File: src/design/bfm_pkg.sv
// Shared types and constants for the box filter mipmap chain.
package bfm_pkg;

	localparam int DIM_W = 12;
	localparam int LVL_W = 4;
	localparam int CFG_IDX_W = 2;
	localparam logic [DIM_W-1:0] HEIGHT_LIMIT = 12'd2048;

	// register indexes on the configuration port
	localparam logic [CFG_IDX_W-1:0] REG_WIDTH = 2'd0;
	localparam logic [CFG_IDX_W-1:0] REG_HEIGHT = 2'd1;

	typedef struct packed {
		logic [7:0] r;
		logic [7:0] g;
		logic [7:0] b;
	} pix_t;

	// horizontal pair sum, one entry of the line store
	typedef struct packed {
		logic [8:0] r;
		logic [8:0] g;
		logic [8:0] b;
	} psum_t;

	// geometry of the level in work and of the level it feeds
	typedef struct packed {
		logic [DIM_W-1:0] w_cur;
		logic [DIM_W-1:0] h_cur;
		logic [DIM_W-1:0] w_nxt;
		logic [DIM_W-1:0] h_nxt;
	} geo_t;

	typedef enum logic [1:0] {
		ST_IDLE,
		ST_EVAL,
		ST_MERGE
	} st_t;

endpackage

File: src/design/bfm_geom.sv
// Level geometry: sizes of the current and next level and the level count.
module bfm_geom #(
	parameter int MAX_LEVELS = 11
) (
	input  logic [bfm_pkg::DIM_W-1:0] width,
	input  logic [bfm_pkg::DIM_W-1:0] height,
	input  logic [bfm_pkg::LVL_W-1:0] lvl,
	output bfm_pkg::geo_t             geo,
	output logic [bfm_pkg::LVL_W-1:0] nlev
);
	import bfm_pkg::*;

	logic [MAX_LEVELS-1:0] lvl_exists;

	// halving by floor repeatedly is a plain shift
	always_comb begin
		geo.w_cur = width >> lvl;
		geo.h_cur = height >> lvl;
		geo.w_nxt = width >> ({1'b0, lvl} + 5'd1);
		geo.h_nxt = height >> ({1'b0, lvl} + 5'd1);
	end

	// level k+1 exists while level k is at least 2 by 2
	always_comb begin
		for (int k = 0; k < MAX_LEVELS; k++) begin
			lvl_exists[k] = ((width >> k) > DIM_W'(1)) && ((height >> k) > DIM_W'(1));
		end
		nlev = LVL_W'($countones(lvl_exists));
	end

endmodule

File: config.mk
export PLATFORM = sky130hd
export DESIGN_NAME = bfm_geom
export DESIGN_NICKNAME = d
export VERILOG_FILES = /design/src/design/bfm_pkg.sv /design/src/design/bfm_geom.sv
export SDC_FILE = /design/constraint.sdc
export NUM_CORES = 1
export LEC_CHECK = 0
export ABC_CLOCK_PERIOD_IN_PS = 3500
export BUFFER_PORTS_ARGS = -buffer_cell sky130_fd_sc_hd__clkbuf_2
export CAP_MARGIN = 20
export CELL_PAD_IN_SITES_DETAIL_PLACEMENT = 1
export CELL_PAD_IN_SITES_GLOBAL_PLACEMENT = 1
export CORE_MARGIN = 2
export CORE_UTILIZATION = 30
export DETAILED_ROUTE_END_ITERATION = 7
export PLACE_DENSITY_LB_ADDON = 0.2
export SLEW_MARGIN = 20
export SYNTH_ARGS = -nofsm -noshare
export SYNTH_HDL_FRONTEND = slang
export SYNTH_SLANG_ARGS = --single-unit
File: constraint.sdc
create_clock -name vclk -period 3.5
set_input_delay 0.175 -clock vclk [all_inputs]
set_output_delay 0.175 -clock vclk [all_outputs]
set_load 0.01 [all_outputs]
==> results.yml <==
outcome:
  status: "complete, but fails checks"
  failed_checks: "setup timing"
global_route:
  met2_usage_pct: 32.3
  grt_use_total_pct: 16.9
  grt_max_degree: 33
  grt_overflow_total: 0
  grt_antenna_before_repair: 0
  grt_pass1_vias: 1644
  grt.busiest_layer: "met2"
  grt_pass1_wl_um: 8370
  use_met3_pct: 0.941
  use_met1_pct: 22.1
routing:
  drc: 0
  dr_total_vias: 1581
  ant_nets: 0
  drt-pass1-iter-count: 4
  drt-total-wl_um: 4930
  drtIter0Drc: 93
  vias_per_cell: 5.04
  wl_per_cell_um: 15.7
sta:
  rsz0062_at_grt: "true"
  fmaxAchievable_mhz: 261
  period_minus_slack_ns: 3.83
  finalSetupViolCount: 2
  setup_tns_ns: -0.644
  layout_setup_ws_ns: -0.333
  drv_slew: 0
  period_share_pct: 110
  tightest_slew_ns: 0.759
  hold_viol: 0
  maxSlewHeadroom_pct: 49.4
logic_synthesis:
  yosysWarnings: 0
  ys_seq_area_share_pct: 0
  synth_top_area_cell: "mux4_2"
  syn_area_per_cell_um2: 8.76
  synth_top_cell_area_share_pct: 21.2
  synthTopCellsByArea: "mux4_2 21%, buf_4 11%, mux2i_1 8.8%"
  syn_area_um2: 1590
  yosys.cell_types.count: 35
  netlist_instances: 182
critical_path:
  critPathKind: "input port to output port"
  setup.worst_path.end: "nlev[2]"
  setup.worst_path.end_class: "output port"
  crit_required_ns: 3.32
  crit_path_start: "width[11]"
  cp_max_fo: 3
  startpoint_type: "input port"
  arrival_ns: 3.66
finish:
  final_common_cell: "clkbuf_2"
  nNetsFinal: 288
  ff_latch_area_um2: 0
  utilization_pct: 40.4
  syn2layout_area_growth_pct: 29.6
  seq_cells: 0
  antennaDiodeCount: 0
  drive_gt1_share_pct: 57.4
  n_clock_buffer: 0
  final_cell_mix: "75 x clkbuf_2, 20 x buf_4, 15 x mux4_2"
min_path:
  min_path_type: "input port to output port"
pwr:
  ir_drop_mv: 0.127
  powerDensity_nw_per_um2: 165
  power_leakage_nw: 0.998
placement:
  dp_hpwl_um: 4160
  portBuffers: 78
  place_congestion: 0.827
  post-place-ws_ns: -0.539
die:
  die_w_um: 76.9
  row_count: 26
  dieArea_um2: 5910
  core_area_um2: 5110
  start_util_pct: 31.2
  die_y_um: 76.9
  pin_count: 80
job:
  max_cap_violations: 0
report_power, final:
group          leakage (nW)  total (W)  internal [W]  switching (W)
sequential                0          0             0              0
clock                     0          0             0              0
combinational         0.998   0.000342      0.000163       0.000179
critical path, cell delays in order:
cell and delay [ns]:
clkbuf_2 0.09, or4_4 0.57, nor3_4 0.17, a21oi_2 0.08
ha_2 0.32, inv_2 0.04, fa_2 0.34, inv_2 0.07
fa_1 0.41, fa_1 0.53, ha_2 0.17, inv_2 0.03
fa_2 0.52, inv_2 0.03, clkbuf_2 0.11
metrics by stage:
| step | area, um2 | power [W] | hold WS (ns) | cells |
|---|---|---|---|---|
| floorplan | 1630 | 0.000237 | 0.602 | 183 |
| global placement | 2010 | 0.000337 | 0.895 | 314 |
| detailed placement | 2010 | 0.000342 | 0.896 | 314 |
| CTS | 2050 | 0.000346 | 0.896 | 314 |
| global route | 2070 | 0.000381 | 0.945 | 314 |
| finish | 2070 | 0.000342 | 0.890 | 314 |
repair_timing:
action	CTS	global route
pin swaps	6	1
gates resized for setup	7	7
setup buffers	0	0
hold buffers	0	0
gates cloned	0	0
setup endpoints to repair	3	3
final cells by class:
type | count | area (um2)
well taps | 70 | 87.6
multi-input cells | 129 | 1360
fillers | 629 | 3040
inverters | 17 | 63.8
repair buffers | 98 | 553
synthesized netlist by cell type, drive strengths merged (2+ instances only):
cell    count
nor3        9
a22oi       6
nor2        9
nor2b       2
buf        32
or4         3
mux2        6
nor4        3
o22ai       2
nand2b      8
ha          8
inv        17
o21a        2
clkbuf      5
nand3b      2
nand2      10
fa          6
mux2i      14
o22a        2
o21ai       2
a21oi       3
mux4       18
nor3b       2
and2        5
kinds of logic after synthesis:
kind of cell | Yosys count | synth area share [%]
AO/OA/AOI/OAI | 19 | 8.56
XOR/XNOR | 1 | 0.550
adder cells (fa/ha/maj) | 14 | 13.8
buffers and inverters | 54 | 18.9
multiplexers | 38 | 39.2
other | 1 | 0.235
AND/OR/NAND/NOR | 55 | 18.8
worst min path at each step:
stage,slack [ns],cells past startpoint,endpoint,start
2_1_floorplan,0.60,2,geo[16],lvl[2]
3_3_place_gp,0.90,5,geo[24],height[0]
3_5_place_dp,0.90,5,geo[24],height[0]
4_1_cts,0.90,5,geo[24],height[0]
5_1_grt,0.94,5,geo[24],height[0]
6_report,0.89,5,geo[24],height[0]
per-layer routing:
metal / wire [um] / up-vias
met5: 0 / -
met4: 0 / 0
met3: 264 / 0
met2: 2590 / 49
met1: 2080 / 771
li1: - / 761
(Power assumes the default switching activity.)
